File: config.mk
export PLATFORM = sky130hd
export DESIGN_NAME = three_phase_current_sense_core
export DESIGN_NICKNAME = d
export VERILOG_FILES = /design/src/hdl/tpcs_pkg.sv /design/src/hdl/tpcs_div.sv /design/src/hdl/tpcs_dp.sv /design/src/hdl/tpcs_ctrl.sv /design/src/hdl/three_phase_current_sense_core.sv
export SDC_FILE = /design/constraint.sdc
export NUM_CORES = 2
export LEC_CHECK = 0
export ABC_AREA = 0
export BUFFER_PORTS_ARGS = -buffer_cell sky130_fd_sc_hd__buf_2
export CORE_UTILIZATION = 64
export CTS_CLUSTER_DIAMETER = 150
export CTS_CLUSTER_SIZE = 24
export DETAILED_ROUTE_END_ITERATION = 7
export PLACE_DENSITY = 0.88
export REMOVE_ABC_BUFFERS = 1
export SYNTH_ARGS = -nofsm -noshare
export SYNTH_HDL_FRONTEND = slang
export SYNTH_HIERARCHICAL = 1
export SYNTH_SLANG_ARGS = --single-unit
File: constraint.sdc
create_clock -name clk_i -period 13.5 [get_ports clk_i]
set_input_delay 3.375 -clock clk_i [delete_from_list [all_inputs] [get_ports clk_i]]
set_output_delay 3.375 -clock clk_i [all_outputs]
set_load 0.005 [all_outputs]
File: src/hdl/tpcs_pkg.sv
// ----------------------------------------------------------------------------
// tpcs_pkg: shared types and constants of the three-phase current sense core
// Field widths, register indexes and the controller-to-datapath command and
// status structures.
// ----------------------------------------------------------------------------
package tpcs_pkg;

  localparam int GAIN_W     = 16;
  localparam int ALPHA_W    = 16;
  localparam int LIMIT_W    = 20;
  localparam int CNT_W      = 16;
  localparam int CAL_SUM_W  = 28;
  localparam int PH_W       = 21;
  localparam int BUS_W      = 23;
  localparam int FILT_W     = 32;
  localparam int DIFF_W     = 33;
  localparam int MUL_B_W    = 17;
  localparam int PROD_W     = DIFF_W + MUL_B_W;
  localparam int DIVISOR_W  = CNT_W + 1;
  localparam int CFG_IDX_W  = 2;
  localparam int CFG_DATA_W = 20;

  localparam int PH_MAX = 1048575;
  localparam int PH_MIN = -1048576;

  localparam logic [GAIN_W-1:0]  GAIN_RST  = 16'd256;
  localparam logic [ALPHA_W-1:0] ALPHA_RST = 16'd6554;
  localparam logic [LIMIT_W-1:0] LIMIT_RST = 20'd10000;
  localparam logic [CNT_W-1:0]   COUNT_RST = 16'd200;

  localparam logic [CFG_IDX_W-1:0] REG_GAIN  = 2'd0;
  localparam logic [CFG_IDX_W-1:0] REG_ALPHA = 2'd1;
  localparam logic [CFG_IDX_W-1:0] REG_LIMIT = 2'd2;
  localparam logic [CFG_IDX_W-1:0] REG_COUNT = 2'd3;

  typedef struct packed {
    logic       capture_in;
    logic       ph_mul;
    logic       ph_store;
    logic       flt_mul;
    logic       flt_store;
    logic       oc_update;
    logic       cal_step;
    logic       div_start;
    logic       div_store;
    logic       cal_finish;
    logic       load_out;
    logic [1:0] idx;
  } cmd_t;

  typedef struct packed {
    logic cal_complete;
    logic div_done;
  } status_t;

  // Filter state (signed Q.8) to integer mA, truncated toward zero.
  function automatic logic signed [FILT_W-9:0] filt_to_ma(logic signed [FILT_W-1:0] y);
    logic signed [FILT_W-1:0] t;
    t = y + (y[FILT_W-1] ? FILT_W'(255) : FILT_W'(0));
    return t[FILT_W-1:8];
  endfunction

  function automatic logic [FILT_W-1:0] filt_abs(logic signed [FILT_W-1:0] y);
    return y[FILT_W-1] ? (~y + FILT_W'(1)) : y;
  endfunction

endpackage

File: src/hdl/tpcs_div.sv
// ----------------------------------------------------------------------------
// tpcs_div: restoring divider for calibration averaging
// Divides a calibration sum by the sample count, one quotient bit a cycle.
// ----------------------------------------------------------------------------
module tpcs_div (
  input  logic                                 clk_i,
  input  logic                                 rst_ni,
  input  logic                                 start_i,
  input  logic [tpcs_pkg::CAL_SUM_W-1:0]       dividend_i,
  input  logic [tpcs_pkg::DIVISOR_W-1:0]       divisor_i,
  output logic                                 done_o,
  output logic [tpcs_pkg::CAL_SUM_W-1:0]       quotient_o
);

  localparam int QW   = tpcs_pkg::CAL_SUM_W;
  localparam int RW   = tpcs_pkg::DIVISOR_W + 1;
  localparam int CW   = $clog2(QW);
  localparam logic [CW-1:0] LAST = CW'(QW - 1);

  logic          busy_q, busy_d;
  logic          done_q, done_d;
  logic [CW-1:0] cnt_q, cnt_d;
  logic [RW-1:0] rem_q, rem_d;
  logic [QW-1:0] quo_q, quo_d;
  logic [tpcs_pkg::DIVISOR_W-1:0] dvs_q, dvs_d;

  logic [RW-1:0] rem_sh;
  logic          ge;

  always_comb begin
    rem_sh = {rem_q[RW-2:0], quo_q[QW-1]};
    ge     = rem_sh >= {1'b0, dvs_q};
    busy_d = busy_q;
    done_d = 1'b0;
    cnt_d  = cnt_q;
    rem_d  = rem_q;
    quo_d  = quo_q;
    dvs_d  = dvs_q;
    if (start_i) begin
      busy_d = 1'b1;
      cnt_d  = '0;
      rem_d  = '0;
      quo_d  = dividend_i;
      dvs_d  = divisor_i;
    end else if (busy_q) begin
      rem_d = ge ? (rem_sh - {1'b0, dvs_q}) : rem_sh;
      quo_d = {quo_q[QW-2:0], ge};
      cnt_d = cnt_q + CW'(1);
      if (cnt_q == LAST) begin
        busy_d = 1'b0;
        done_d = 1'b1;
      end
    end
  end

  always_ff @(posedge clk_i or negedge rst_ni) begin
    if (!rst_ni) begin
      busy_q <= 1'b0;
      done_q <= 1'b0;
      cnt_q  <= '0;
    end else begin
      busy_q <= busy_d;
      done_q <= done_d;
      cnt_q  <= cnt_d;
    end
  end

  always_ff @(posedge clk_i) begin
    rem_q <= rem_d;
    quo_q <= quo_d;
    dvs_q <= dvs_d;
  end

  assign done_o     = done_q;
  assign quotient_o = quo_q;

endmodule

File: src/hdl/tpcs_dp.sv
// ----------------------------------------------------------------------------
// tpcs_dp: current sense datapath
// Configuration registers, offsets, calibration sums, the shared multiplier,
// the four low-pass filters, the overcurrent compare and the result register.
// ----------------------------------------------------------------------------
module tpcs_dp #(
  parameter int ADC_BITS    = 12,
  parameter int ZERO_OFFSET = 2048
) (
  input  logic                                   clk_i,
  input  logic                                   rst_ni,
  input  tpcs_pkg::cmd_t                         cmd_i,
  output tpcs_pkg::status_t                      status_o,
  input  logic                                   cfg_valid_i,
  input  logic [tpcs_pkg::CFG_IDX_W-1:0]         cfg_index_i,
  input  logic [tpcs_pkg::CFG_DATA_W-1:0]        cfg_data_i,
  input  logic                                   opcode_i,
  input  logic [ADC_BITS-1:0]                    phase_u_raw_i,
  input  logic [ADC_BITS-1:0]                    phase_v_raw_i,
  input  logic [ADC_BITS-1:0]                    phase_w_raw_i,
  output logic signed [tpcs_pkg::PH_W-1:0]       u_ma_o,
  output logic signed [tpcs_pkg::PH_W-1:0]       v_ma_o,
  output logic signed [tpcs_pkg::PH_W-1:0]       w_ma_o,
  output logic signed [tpcs_pkg::BUS_W-1:0]      bus_ma_o,
  output logic signed [tpcs_pkg::PH_W-1:0]       u_filtered_ma_o,
  output logic signed [tpcs_pkg::PH_W-1:0]       v_filtered_ma_o,
  output logic signed [tpcs_pkg::PH_W-1:0]       w_filtered_ma_o,
  output logic signed [tpcs_pkg::BUS_W-1:0]      bus_filtered_ma_o,
  output logic                                   overcurrent_o,
  output logic                                   calibrated_o
);

  localparam int PH_W   = tpcs_pkg::PH_W;
  localparam int BUS_W  = tpcs_pkg::BUS_W;
  localparam int FILT_W = tpcs_pkg::FILT_W;
  localparam int DIFF_W = tpcs_pkg::DIFF_W;
  localparam int PROD_W = tpcs_pkg::PROD_W;
  localparam int SUM_W  = tpcs_pkg::CAL_SUM_W;
  localparam int CNT_W  = tpcs_pkg::CNT_W;
  localparam logic [ADC_BITS-1:0] OFFSET_RST = ADC_BITS'(ZERO_OFFSET);
  localparam logic signed [PROD_W-1:0] SAT_HI = PROD_W'(tpcs_pkg::PH_MAX);
  localparam logic signed [PROD_W-1:0] SAT_LO = PROD_W'(tpcs_pkg::PH_MIN);

  // Configuration registers.
  logic [tpcs_pkg::GAIN_W-1:0]  gain_q;
  logic [tpcs_pkg::ALPHA_W-1:0] alpha_q;
  logic [tpcs_pkg::LIMIT_W-1:0] limit_q;
  logic [CNT_W-1:0]             count_cfg_q;

  always_ff @(posedge clk_i or negedge rst_ni) begin
    if (!rst_ni) begin
      gain_q      <= tpcs_pkg::GAIN_RST;
      alpha_q     <= tpcs_pkg::ALPHA_RST;
      limit_q     <= tpcs_pkg::LIMIT_RST;
      count_cfg_q <= tpcs_pkg::COUNT_RST;
    end else if (cfg_valid_i) begin
      unique case (cfg_index_i)
        tpcs_pkg::REG_GAIN:  gain_q      <= cfg_data_i[tpcs_pkg::GAIN_W-1:0];
        tpcs_pkg::REG_ALPHA: alpha_q     <= cfg_data_i[tpcs_pkg::ALPHA_W-1:0];
        tpcs_pkg::REG_LIMIT: limit_q     <= cfg_data_i[tpcs_pkg::LIMIT_W-1:0];
        tpcs_pkg::REG_COUNT: count_cfg_q <= cfg_data_i[CNT_W-1:0];
        default: ;
      endcase
    end
  end

  // Captured input item.
  logic                opcode_q;
  logic [ADC_BITS-1:0] raw_q [3];

  always_ff @(posedge clk_i) begin
    if (cmd_i.capture_in) begin
      opcode_q <= opcode_i;
      raw_q[0] <= phase_u_raw_i;
      raw_q[1] <= phase_v_raw_i;
      raw_q[2] <= phase_w_raw_i;
    end
  end

  // State registers.
  logic [ADC_BITS-1:0]        offset_q [3];
  logic [SUM_W-1:0]           sum_q [3];
  logic [CNT_W-1:0]           cal_count_q;
  logic                       cal_done_q;
  logic signed [FILT_W-1:0]   filt_q [4];
  logic                       oc_q;
  logic signed [PH_W-1:0]     ph_q [3];
  logic signed [PROD_W-1:0]   mult_q;
  logic [tpcs_pkg::DIVISOR_W-1:0] div_n_q;

  // Shared multiplier operands.
  logic signed [ADC_BITS:0]    ph_diff;
  logic signed [BUS_W-1:0]     bus_sum;
  logic signed [BUS_W-1:0]     x_sel;
  logic signed [DIFF_W-1:0]    flt_diff;
  logic signed [DIFF_W-1:0]    mul_a;
  logic signed [tpcs_pkg::MUL_B_W-1:0] mul_b;
  logic signed [PROD_W-1:0]    rnd;
  logic signed [PROD_W-1:0]    scaled;
  logic signed [PROD_W-1:0]    clamped;
  logic [CNT_W-1:0]            count_next;
  logic [FILT_W-1:0]           lim_q8;
  logic                        oc_next;
  logic                        div_done;
  logic [SUM_W-1:0]            quotient;

  always_comb begin
    ph_diff = $signed({1'b0, raw_q[cmd_i.idx]}) - $signed({1'b0, offset_q[cmd_i.idx]});
    bus_sum = BUS_W'(ph_q[0]) + BUS_W'(ph_q[1]) + BUS_W'(ph_q[2]);
    unique case (cmd_i.idx)
      2'd0:    x_sel = BUS_W'(ph_q[0]);
      2'd1:    x_sel = BUS_W'(ph_q[1]);
      2'd2:    x_sel = BUS_W'(ph_q[2]);
      default: x_sel = bus_sum;
    endcase
    flt_diff = (DIFF_W'(x_sel) <<< 8) - DIFF_W'(filt_q[cmd_i.idx]);
    if (cmd_i.ph_mul) begin
      mul_a = DIFF_W'(ph_diff);
      mul_b = $signed({1'b0, gain_q});
    end else begin
      mul_a = flt_diff;
      mul_b = $signed({1'b0, alpha_q});
    end
    // Scale by 1/256 with truncation toward zero, then saturate.
    rnd     = mult_q + (mult_q[PROD_W-1] ? PROD_W'(255) : PROD_W'(0));
    scaled  = rnd >>> 8;
    clamped = scaled;
    if (scaled > SAT_HI) begin
      clamped = SAT_HI;
    end else if (scaled < SAT_LO) begin
      clamped = SAT_LO;
    end
    count_next = cal_count_q + CNT_W'(1);
    lim_q8     = FILT_W'({limit_q, 8'd0});
    oc_next    = (tpcs_pkg::filt_abs(filt_q[0]) > lim_q8) ||
                 (tpcs_pkg::filt_abs(filt_q[1]) > lim_q8) ||
                 (tpcs_pkg::filt_abs(filt_q[2]) > lim_q8);
  end

  always_ff @(posedge clk_i) begin
    if (cmd_i.ph_mul || cmd_i.flt_mul) begin
      mult_q <= mul_a * mul_b;
    end
    if (cmd_i.ph_store) begin
      ph_q[cmd_i.idx] <= clamped[PH_W-1:0];
    end
    if (cmd_i.cal_step) begin
      div_n_q <= {count_next == '0, count_next};
    end
  end

  always_ff @(posedge clk_i or negedge rst_ni) begin
    if (!rst_ni) begin
      for (int i = 0; i < 3; i++) begin
        offset_q[i] <= OFFSET_RST;
        sum_q[i]    <= '0;
      end
      for (int i = 0; i < 4; i++) begin
        filt_q[i] <= '0;
      end
      cal_count_q <= '0;
      cal_done_q  <= 1'b0;
      oc_q        <= 1'b0;
    end else begin
      if (cmd_i.flt_store) begin
        filt_q[cmd_i.idx] <= filt_q[cmd_i.idx] + $signed(mult_q[FILT_W+15:16]);
      end
      if (cmd_i.oc_update) begin
        oc_q <= oc_next;
      end
      if (cmd_i.cal_step) begin
        if (count_cfg_q == '0) begin
          // A zero count discards the sample and aborts any run.
          cal_done_q  <= 1'b0;
          cal_count_q <= '0;
          for (int i = 0; i < 3; i++) begin
            sum_q[i] <= '0;
          end
        end else begin
          if (cal_count_q == '0) begin
            cal_done_q <= 1'b0;
          end
          for (int i = 0; i < 3; i++) begin
            sum_q[i] <= sum_q[i] + SUM_W'(raw_q[i]);
          end
          cal_count_q <= count_next;
        end
      end
      if (cmd_i.div_store) begin
        offset_q[cmd_i.idx] <= quotient[ADC_BITS-1:0];
      end
      if (cmd_i.cal_finish) begin
        cal_done_q  <= 1'b1;
        cal_count_q <= '0;
        for (int i = 0; i < 3; i++) begin
          sum_q[i] <= '0;
        end
      end
    end
  end

  tpcs_div u_div (
    .clk_i      (clk_i),
    .rst_ni     (rst_ni),
    .start_i    (cmd_i.div_start),
    .dividend_i (sum_q[cmd_i.idx]),
    .divisor_i  (div_n_q),
    .done_o     (div_done),
    .quotient_o (quotient)
  );

  assign status_o.cal_complete = (count_cfg_q != '0) &&
                                 ((count_next == '0) || (count_next >= count_cfg_q));
  assign status_o.div_done     = div_done;

  // Result register.
  logic signed [FILT_W-9:0] fu, fv, fw, fb;

  assign fu = tpcs_pkg::filt_to_ma(filt_q[0]);
  assign fv = tpcs_pkg::filt_to_ma(filt_q[1]);
  assign fw = tpcs_pkg::filt_to_ma(filt_q[2]);
  assign fb = tpcs_pkg::filt_to_ma(filt_q[3]);

  always_ff @(posedge clk_i) begin
    if (cmd_i.load_out) begin
      if (opcode_q) begin
        u_ma_o   <= '0;
        v_ma_o   <= '0;
        w_ma_o   <= '0;
        bus_ma_o <= '0;
      end else begin
        u_ma_o   <= ph_q[0];
        v_ma_o   <= ph_q[1];
        w_ma_o   <= ph_q[2];
        bus_ma_o <= bus_sum;
      end
      u_filtered_ma_o   <= fu[PH_W-1:0];
      v_filtered_ma_o   <= fv[PH_W-1:0];
      w_filtered_ma_o   <= fw[PH_W-1:0];
      bus_filtered_ma_o <= fb[BUS_W-1:0];
      overcurrent_o     <= oc_q;
      calibrated_o      <= cal_done_q;
    end
  end

endmodule

File: src/hdl/tpcs_ctrl.sv
// ----------------------------------------------------------------------------
// tpcs_ctrl: current sense sequencer
// Walks the datapath through the measure or calibration steps of one item and
// owns the input and result handshakes.
// ----------------------------------------------------------------------------
module tpcs_ctrl (
  input  logic                clk_i,
  input  logic                rst_ni,
  input  logic                in_valid_i,
  output logic                in_ready_o,
  input  logic                opcode_i,
  output logic                out_valid_o,
  input  logic                out_ready_i,
  output tpcs_pkg::cmd_t      cmd_o,
  input  tpcs_pkg::status_t   status_i
);

  localparam logic [3:0] ST_IDLE   = 4'd0;
  localparam logic [3:0] ST_PMUL   = 4'd1;
  localparam logic [3:0] ST_PSTORE = 4'd2;
  localparam logic [3:0] ST_FMUL   = 4'd3;
  localparam logic [3:0] ST_FSTORE = 4'd4;
  localparam logic [3:0] ST_OCMP   = 4'd5;
  localparam logic [3:0] ST_CAL    = 4'd6;
  localparam logic [3:0] ST_DSTART = 4'd7;
  localparam logic [3:0] ST_DWAIT  = 4'd8;
  localparam logic [3:0] ST_DONE   = 4'd9;

  logic [3:0] state_q, state_d;
  logic [1:0] idx_q, idx_d;
  logic       out_valid_q, out_valid_d;

  always_comb begin
    state_d     = state_q;
    idx_d       = idx_q;
    cmd_o       = '0;
    cmd_o.idx   = idx_q;
    in_ready_o  = 1'b0;
    out_valid_d = out_valid_q && !out_ready_i;
    unique case (state_q)
      ST_IDLE: begin
        in_ready_o = 1'b1;
        if (in_valid_i) begin
          cmd_o.capture_in = 1'b1;
          idx_d   = '0;
          state_d = opcode_i ? ST_CAL : ST_PMUL;
        end
      end
      ST_PMUL: begin
        cmd_o.ph_mul = 1'b1;
        state_d = ST_PSTORE;
      end
      ST_PSTORE: begin
        cmd_o.ph_store = 1'b1;
        if (idx_q == 2'd2) begin
          idx_d   = '0;
          state_d = ST_FMUL;
        end else begin
          idx_d   = idx_q + 2'd1;
          state_d = ST_PMUL;
        end
      end
      ST_FMUL: begin
        cmd_o.flt_mul = 1'b1;
        state_d = ST_FSTORE;
      end
      ST_FSTORE: begin
        cmd_o.flt_store = 1'b1;
        if (idx_q == 2'd3) begin
          state_d = ST_OCMP;
        end else begin
          idx_d   = idx_q + 2'd1;
          state_d = ST_FMUL;
        end
      end
      ST_OCMP: begin
        cmd_o.oc_update = 1'b1;
        state_d = ST_DONE;
      end
      ST_CAL: begin
        cmd_o.cal_step = 1'b1;
        idx_d   = '0;
        state_d = status_i.cal_complete ? ST_DSTART : ST_DONE;
      end
      ST_DSTART: begin
        cmd_o.div_start = 1'b1;
        state_d = ST_DWAIT;
      end
      ST_DWAIT: begin
        if (status_i.div_done) begin
          cmd_o.div_store = 1'b1;
          if (idx_q == 2'd2) begin
            cmd_o.cal_finish = 1'b1;
            state_d = ST_DONE;
          end else begin
            idx_d   = idx_q + 2'd1;
            state_d = ST_DSTART;
          end
        end
      end
      ST_DONE: begin
        // The result register frees up in the same cycle it is taken.
        if (!out_valid_q || out_ready_i) begin
          cmd_o.load_out = 1'b1;
          out_valid_d    = 1'b1;
          state_d        = ST_IDLE;
        end
      end
      default: begin
        state_d = ST_IDLE;
      end
    endcase
  end

  always_ff @(posedge clk_i or negedge rst_ni) begin
    if (!rst_ni) begin
      state_q     <= ST_IDLE;
      idx_q       <= '0;
      out_valid_q <= 1'b0;
    end else begin
      state_q     <= state_d;
      idx_q       <= idx_d;
      out_valid_q <= out_valid_d;
    end
  end

  assign out_valid_o = out_valid_q;

endmodule

File: src/hdl/three_phase_current_sense_core.sv
// ----------------------------------------------------------------------------
// three_phase_current_sense_core: three-phase current sense with calibration
// Offset removal, gain scaling, bus sum, four low-pass filters, overcurrent
// detection and averaged offset calibration.
// ----------------------------------------------------------------------------
//   channel  direction  handshake              payload
//   in       input      in_valid_i/in_ready_o  opcode, phase U/V/W raw samples
//   out      output     out_valid_o/out_ready_i  phase, bus, filtered currents, flags
//   cfg      input      cfg_valid_i/cfg_ready_o  register index, write data
//
// A measure item runs three scaling and four filter steps, each a multiply and
// a store step on the one shared multiplier, then the overcurrent compare and
// the result load. A calibration item runs the calibration step and the result
// load; the item that ends a run adds three 28-bit divisions on the shared
// restoring divider before the load. The next item is accepted in the cycle
// after the result load; a result not yet taken holds the following one in its
// last step. Reset is asynchronous and no clearing pass is needed.
// ----------------------------------------------------------------------------
module three_phase_current_sense_core #(
  parameter int ADC_BITS    = 12,
  parameter int ZERO_OFFSET = 2048
) (
  input  logic                                   clk_i,
  input  logic                                   rst_ni,
  input  logic                                   in_valid_i,
  output logic                                   in_ready_o,
  input  logic                                   opcode_i,
  input  logic [ADC_BITS-1:0]                    phase_u_raw_i,
  input  logic [ADC_BITS-1:0]                    phase_v_raw_i,
  input  logic [ADC_BITS-1:0]                    phase_w_raw_i,
  output logic                                   out_valid_o,
  input  logic                                   out_ready_i,
  output logic signed [tpcs_pkg::PH_W-1:0]       u_ma_o,
  output logic signed [tpcs_pkg::PH_W-1:0]       v_ma_o,
  output logic signed [tpcs_pkg::PH_W-1:0]       w_ma_o,
  output logic signed [tpcs_pkg::BUS_W-1:0]      bus_ma_o,
  output logic signed [tpcs_pkg::PH_W-1:0]       u_filtered_ma_o,
  output logic signed [tpcs_pkg::PH_W-1:0]       v_filtered_ma_o,
  output logic signed [tpcs_pkg::PH_W-1:0]       w_filtered_ma_o,
  output logic signed [tpcs_pkg::BUS_W-1:0]      bus_filtered_ma_o,
  output logic                                   overcurrent_o,
  output logic                                   calibrated_o,
  input  logic                                   cfg_valid_i,
  output logic                                   cfg_ready_o,
  input  logic [tpcs_pkg::CFG_IDX_W-1:0]         cfg_index_i,
  input  logic [tpcs_pkg::CFG_DATA_W-1:0]        cfg_data_i
);

  tpcs_pkg::cmd_t    cmd;
  tpcs_pkg::status_t status;

  assign cfg_ready_o = 1'b1;

  tpcs_ctrl u_ctrl (
    .clk_i       (clk_i),
    .rst_ni      (rst_ni),
    .in_valid_i  (in_valid_i),
    .in_ready_o  (in_ready_o),
    .opcode_i    (opcode_i),
    .out_valid_o (out_valid_o),
    .out_ready_i (out_ready_i),
    .cmd_o       (cmd),
    .status_i    (status)
  );

  tpcs_dp #(
    .ADC_BITS    (ADC_BITS),
    .ZERO_OFFSET (ZERO_OFFSET)
  ) u_dp (
    .clk_i             (clk_i),
    .rst_ni            (rst_ni),
    .cmd_i             (cmd),
    .status_o          (status),
    .cfg_valid_i       (cfg_valid_i),
    .cfg_index_i       (cfg_index_i),
    .cfg_data_i        (cfg_data_i),
    .opcode_i          (opcode_i),
    .phase_u_raw_i     (phase_u_raw_i),
    .phase_v_raw_i     (phase_v_raw_i),
    .phase_w_raw_i     (phase_w_raw_i),
    .u_ma_o            (u_ma_o),
    .v_ma_o            (v_ma_o),
    .w_ma_o            (w_ma_o),
    .bus_ma_o          (bus_ma_o),
    .u_filtered_ma_o   (u_filtered_ma_o),
    .v_filtered_ma_o   (v_filtered_ma_o),
    .w_filtered_ma_o   (w_filtered_ma_o),
    .bus_filtered_ma_o (bus_filtered_ma_o),
    .overcurrent_o     (overcurrent_o),
    .calibrated_o      (calibrated_o)
  );

endmodule
== Word level (Yosys, flattened, before mapping) ==
Memories as Yosys holds them, arrays and structs flattened.
Cells that the tools add are included.
Word-level totals
  memory bits (writable): 99
  flip-flop bits (word level): 652
  logic and storage cells: 209
  bits of input ports: 64
  output and inout bits: 177
  memories: 2
Memory list
  u_dp.ph_q: words 3, bits a word 21, read ports 3, clocked after Yosys merged registers in 0, write ports 1, line tpcs_dp.sv:87  | logic signed [PH_W-1:0] ph_q [3];
  u_dp.raw_q: words 3, bits a word 12, read ports 4, clocked after Yosys merged registers in 0, write ports 3, line tpcs_dp.sv:69  | logic [ADC_BITS-1:0] raw_q [3];
Cells by class
  reductions and logical operators: 28
  multiplexer cells: 85
  add/sub/neg operators: 20
  bitwise gates (word level): 4
  multiply operators: 1
  eq/ne operators: 21
  order comparisons: 9
Operators by type and width (number)
  2-to-1 mux 84 bit: 3
  2-to-1 mux 32 bit: 6
  bitwise mux 128 bit: 1
  2-to-1 mux 28 bit: 4
  adder 32 x 2 -> 32 bit, second input constant: 3
  greater-than comparator 32 x 28 -> 1 bit: 3
  inverter 32 bit: 3
  adder 29 bit: 3
  adder 28 x 12 -> 28 bit: 3
  one-hot mux 23 bit (3 select lines): 1
  binary-select mux 32 bit (select 2 bit): 1
  demux 32 bit (select 2 bit): 1
  2-to-1 mux 16 bit: 4
  binary-select mux 28 bit (select 2 bit): 1
  adder 50 x 9 -> 50 bit: 1
  multiplier 33 x 17 -> 50 bit: 1
  zero test 16 bit: 3
  greater-than comparator 42 x 21 -> 1 bit, second input constant: 1
  less-than comparator 42 x 21 -> 1 bit, second input constant: 1
  2-to-1 mux 21 bit: 2
  2-to-1 mux 8 bit: 5
  one-hot mux 4 bit (10 select lines): 1
  bitwise mux 36 bit: 1
  2-to-1 mux 12 bit: 3
  other kinds (46): 112

== Logic depth before layout (Yosys ltp) ==
  depth after elaboration: 7
  gate-level depth with buffers: 48
  gate-level depth less buffers: 47

== Modules after synthesis ==
Netlist, hierarchy kept.
Modules (own cells, without submodules)
  tpcs_dp: instances 1, sequential area each 18621.6 sq um, area each 58820.2 sq um, cells each 6051
  tpcs_div: instances 1, sequential area each 1866.8 sq um, area each 3691.0 sq um, cells each 323
  tpcs_ctrl: instances 1, sequential area each 175.2 sq um, area each 671.9 sq um, cells each 83
  three_phase_current_sense_core: instances 1, sequential area each 0.0 sq um, area each 11.3 sq um, cells each 2

== Least setup slack after synthesis ==
OpenSTA, ideal clock, no wires.
  kind: input to register
  start: input out_ready_i
  end: register u_dp/bus_filtered_ma_o[0] in the netlist's numbering, enable pin
  slack: 1.613 ns
  library setup time: 0.730 ns
  arrival time: 11.157 ns
  stages on the path: 2
  required time: 12.770 ns
  path buffers: 0
  cell sequence: nand2b_1 nor2b_1
RTL lines
  start, declared: line three_phase_current_sense_core.sv:32  | input logic out_ready_i,
  end signal, assigned: line tpcs_dp.sv:240  | bus_filtered_ma_o <= fb[BUS_W-1:0];
  end, declared: line tpcs_dp.sv:28  | output logic signed [tpcs_pkg::BUS_W-1:0] bus_filtered_ma_o,

==> summary.md <==
| Metric | Value |
|---|---|
| Initial antenna violation count | `7` |
| Max-Cap Viols | `1` |
| Instance count on the critical path | `41` |
| Pre-antenna DRT Iters | `7` |
| CP Class | `reg -> reg` |
| Reg-to-reg slack, setup | `~1400 ps` |
| Congestion Overflow GR | `0` |
| Clock buffer depth | `3` |
| Status | `finished with violations` |
| Clk pin slew, worst setup/hold paths | `around 100 ps` |
| RD Place Congestion | `approximately 1.0` |
| Leading area contributor after synthesis | `edfxtp_1` |
| Hold Startpoint | `u_dp/div_n_q[10]` |
| Core ar. | `97300 um^2` |
| Critical Path Source | `u_dp/ph_q[2][1]` |
| Post-CTS sizing | `0` |
| Worst-margin pin slew | `approximately 1400 ps` |
| Worst hold margin | `between 400 and 500 ps` |
| Worst EP required | `between 10000 and 15000 ps` |
| Synth top area share | `a little under a fifth` |
| Crit-path slowest cell | `o21ai_1` |
| Netlist cell types | `111` |
| Via density | `around 6.4` |
| Die width | `approximately 320 um` |
| I/O pin total | `241` |
| HPWL Detailed | `around 140000 um` |
| Slew Limit Fails | `0` |
| Postcts setup bufs | `0` |
| R2r startpoint | `u_dp/ph_q[2][1]` |
| Reg2reg path depth | `41` |
| First-pass GRT wire length | `approximately 280000 um` |
| TritonCTS Buffers | `37` |
| Reg2reg end | `u_dp/mult_q[47]` |
| Critical Path AT | `between 10000 and 15000 ps` |
| CP max FO | `7` |
| Largest net degree at the start of global routing | `122` |
| Initial Util | `between 60% and 70%` |
| Die area | `100000 um^2` |
| WL per Instance | `about 23 um` |
| Synthesis warning total | `6` |
| Share of layout cells above drive strength 1 | `9.84%` |
| Max Fclk | `between 80 and 90 MHz` |
| Clock sink count | `751` |
| PortBufs | `approximately 240` |
| Async S/R FF share, synth | `46.3%` |
| Crit path launch type | `register` |
| Tcrit/Tclk final | `89.7%` |
| Synthesis-to-finish area growth | `5.15%` |
| Top post-synthesis cells by area | `edfxtp_1 (18%), fa_1 (17%), dfrtp_1 (13%), ha_1 (7.6%), nand2_1 (4.7%)` |
| RSZ-0062 raised after global routing | `no` |
| Crit path capture type | `register` |
| Setup Skew | `48.5 ps` |
| Row cnt | `roughly 110` |
| Design area | `66400 um^2` |
| Synth Flop Type | `edfxtp_1` |
| Post-synth EDFFs | `just under 400` |
| Failing checks | `capacitance limit` |
| CTS tree | `built` |
| Synthesized instance count | `around 6500` |
| Antenna Violating Nets Remaining | `0` |
| Critical path's most frequent cell | `fa_1` |
| Final nets | `7476` |
| Worst path bufs/invs | `3` |
| Worst stage delay on the critical path | `approximately 580 ps` |
| Crit path max-delay family | `adder cells` |
| Hold buffers post-CTS | `0` |
| DR DRC count | `0` |
| CTS root buffer | `clkbuf_16` |
| Vias in the first global route | `roughly 50000` |
| Syn Area/Cell | `roughly 9.8 um^2` |
| Post-Syn Area | `about 63000 um^2` |
| Initial DRC count | `just under 7000` |
| Final wirelength | `around 180000 um` |
| Global-route usage over all layers | `36.7%` |
| CP endpoint | `u_dp/mult_q[47]` |
| Chip Height | `between 300 and 400 um` |
| Final Hold Fails | `0` |
| H-tree Lvls | `2` |
| Placed instance area | `~65000 um^2` |
| Final Critical Period | `12100 ps` |
| Synthesis-stage register bit count | `~750` |
| Most common cell in the netlist | `nand2_1` |
| Final number of setup-violating endpoints | `0` |
| Hold Crit Class | `reg -> reg` |
| Layout Utilization | `between 60 and 70%` |
| Clk_lat worst skew | `around 640 ps` |
| Post-synth top cells | `nand2_1 (796), inv_1 (795), fa_1 (531)` |
| Sequential fraction of the synthesis area | `between 30% and 40%` |
| Slew headroom | `around 2.8%` |
| Via Count | `between 50000 and 60000` |
| Hold Crit Depth | `0` |
flip-flops by register name, summed over array words and instances, names as in the netlist, 5 cells and up:
name and cells:
u_dp/filt_q 128, u_dp/sum_q 84, u_dp/ph_q 63, u_dp/mult_q 50
u_dp/offset_q 36, u_dp/raw_q 36, u_dp/u_div/quotient_o 28, u_dp/bus_filtered_ma_o 23
u_dp/bus_ma_o 23, u_dp/u_filtered_ma_o 21, u_dp/u_ma_o 21, u_dp/v_filtered_ma_o 21
u_dp/v_ma_o 21, u_dp/w_filtered_ma_o 21, u_dp/w_ma_o 21, u_dp/limit_q 20
u_dp/div_n_q 17, u_dp/u_div/dvs_q 17, u_dp/u_div/rem_q 17, u_dp/alpha_q 16
u_dp/cal_count_q 16, u_dp/count_cfg_q 16, u_dp/gain_q 16, u_dp/u_div/cnt_q 5
through the flow:
step           TNS [ps]  std cells  setup slack (ps)
3_3_place_gp          0       7736              2030
3_5_place_dp          0       7736              1650
5_1_grt               0       7804               902
4_1_cts               0       7803              1580
2_1_floorplan      -101       6161              -101
6_report              0       7807              1400
metal layers:
metal	track usage, %	wire [um]	share of wire, %	vias up
met2	55.6	80200	44	3243
met5	0	26	0.014	-
li1	-	-	-	21800
met1	50.4	70000	38	24500
met4	15.1	8720	4.8	4
met3	9.67	23600	13	587
area by class of cell:
cell class | instances | area [um^2]
fillers | 7157 | 30800
inverters | 797 | 2990
multi-input cells | 4613 | 38400
clock inverters | 4 | 61.3
diodes | 4 | 10.0
well taps | 1276 | 1600
clock buffers | 63 | 1020
flip-flops and latches | 751 | 20700
repair buffers | 299 | 1680
kinds of logic (layout without fill, tap and decap cells):
| group | Yosys count | count (layout) | share of synthesized area, % |
|---|---|---|---|
| DFF | 751 | 751 | 32.7 |
| other | 1 | 5 | 0.00593 |
| muxes | 274 | 274 | 5.63 |
| buffers and inverters | 1095 | 1163 | 6.63 |
| and+or+nand+nor | 1973 | 1973 | 14.7 |
| xor gates and xnor gates | 366 | 366 | 5.07 |
| adders and majority gates | 913 | 913 | 24.4 |
| AOI/OAI and AO/OA | 1086 | 1086 | 10.9 |
layout by cell type, fill, tap and decap left out, types with 33 or more instances in the layout:
| master | Yosys | layout |
|---|---|---|
| a21o_1 | 117 | 117 |
| a21oi_1 | 231 | 229 |
| and2_1 | 45 | 45 |
| and3_1 | 56 | 55 |
| buf_2 | 13 | 238 |
| buf_4 | 3 | 58 |
| clkbuf_16 | 0 | 37 |
| dfrtp_1 | 329 | 327 |
| edfxtp_1 | 386 | 386 |
| fa_1 | 531 | 531 |
| ha_1 | 382 | 382 |
| inv_1 | 795 | 795 |
| mux2_2 | 141 | 141 |
| mux2i_1 | 80 | 80 |
| mux4_2 | 50 | 50 |
| nand2_1 | 796 | 793 |
| nand2b_1 | 52 | 52 |
| nand3_1 | 118 | 117 |
| nand4_1 | 60 | 60 |
| nor2_1 | 440 | 438 |
| nor2b_1 | 128 | 126 |
| nor3_1 | 73 | 72 |
| nor4_1 | 33 | 33 |
| o21a_1 | 35 | 35 |
| o21ai_0 | 359 | 359 |
| o31ai_1 | 59 | 59 |
| or3_1 | 40 | 40 |
| xnor2_1 | 243 | 242 |
| xor2_1 | 123 | 123 |
worst min path at each step:
stage,endpoint
2_1_floorplan,u_dp/u_div/dvs_q[0]
5_1_grt,u_dp/u_div/dvs_q[6]
6_report,u_dp/u_div/dvs_q[10]
3_3_place_gp,u_dp/u_div/dvs_q[11]
3_5_place_dp,u_dp/u_div/dvs_q[13]
4_1_cts,u_dp/u_div/dvs_q[16]
Power is not shown: default switching activity piles up to over one toggle a cycle in this logic, so the estimate is an artifact.
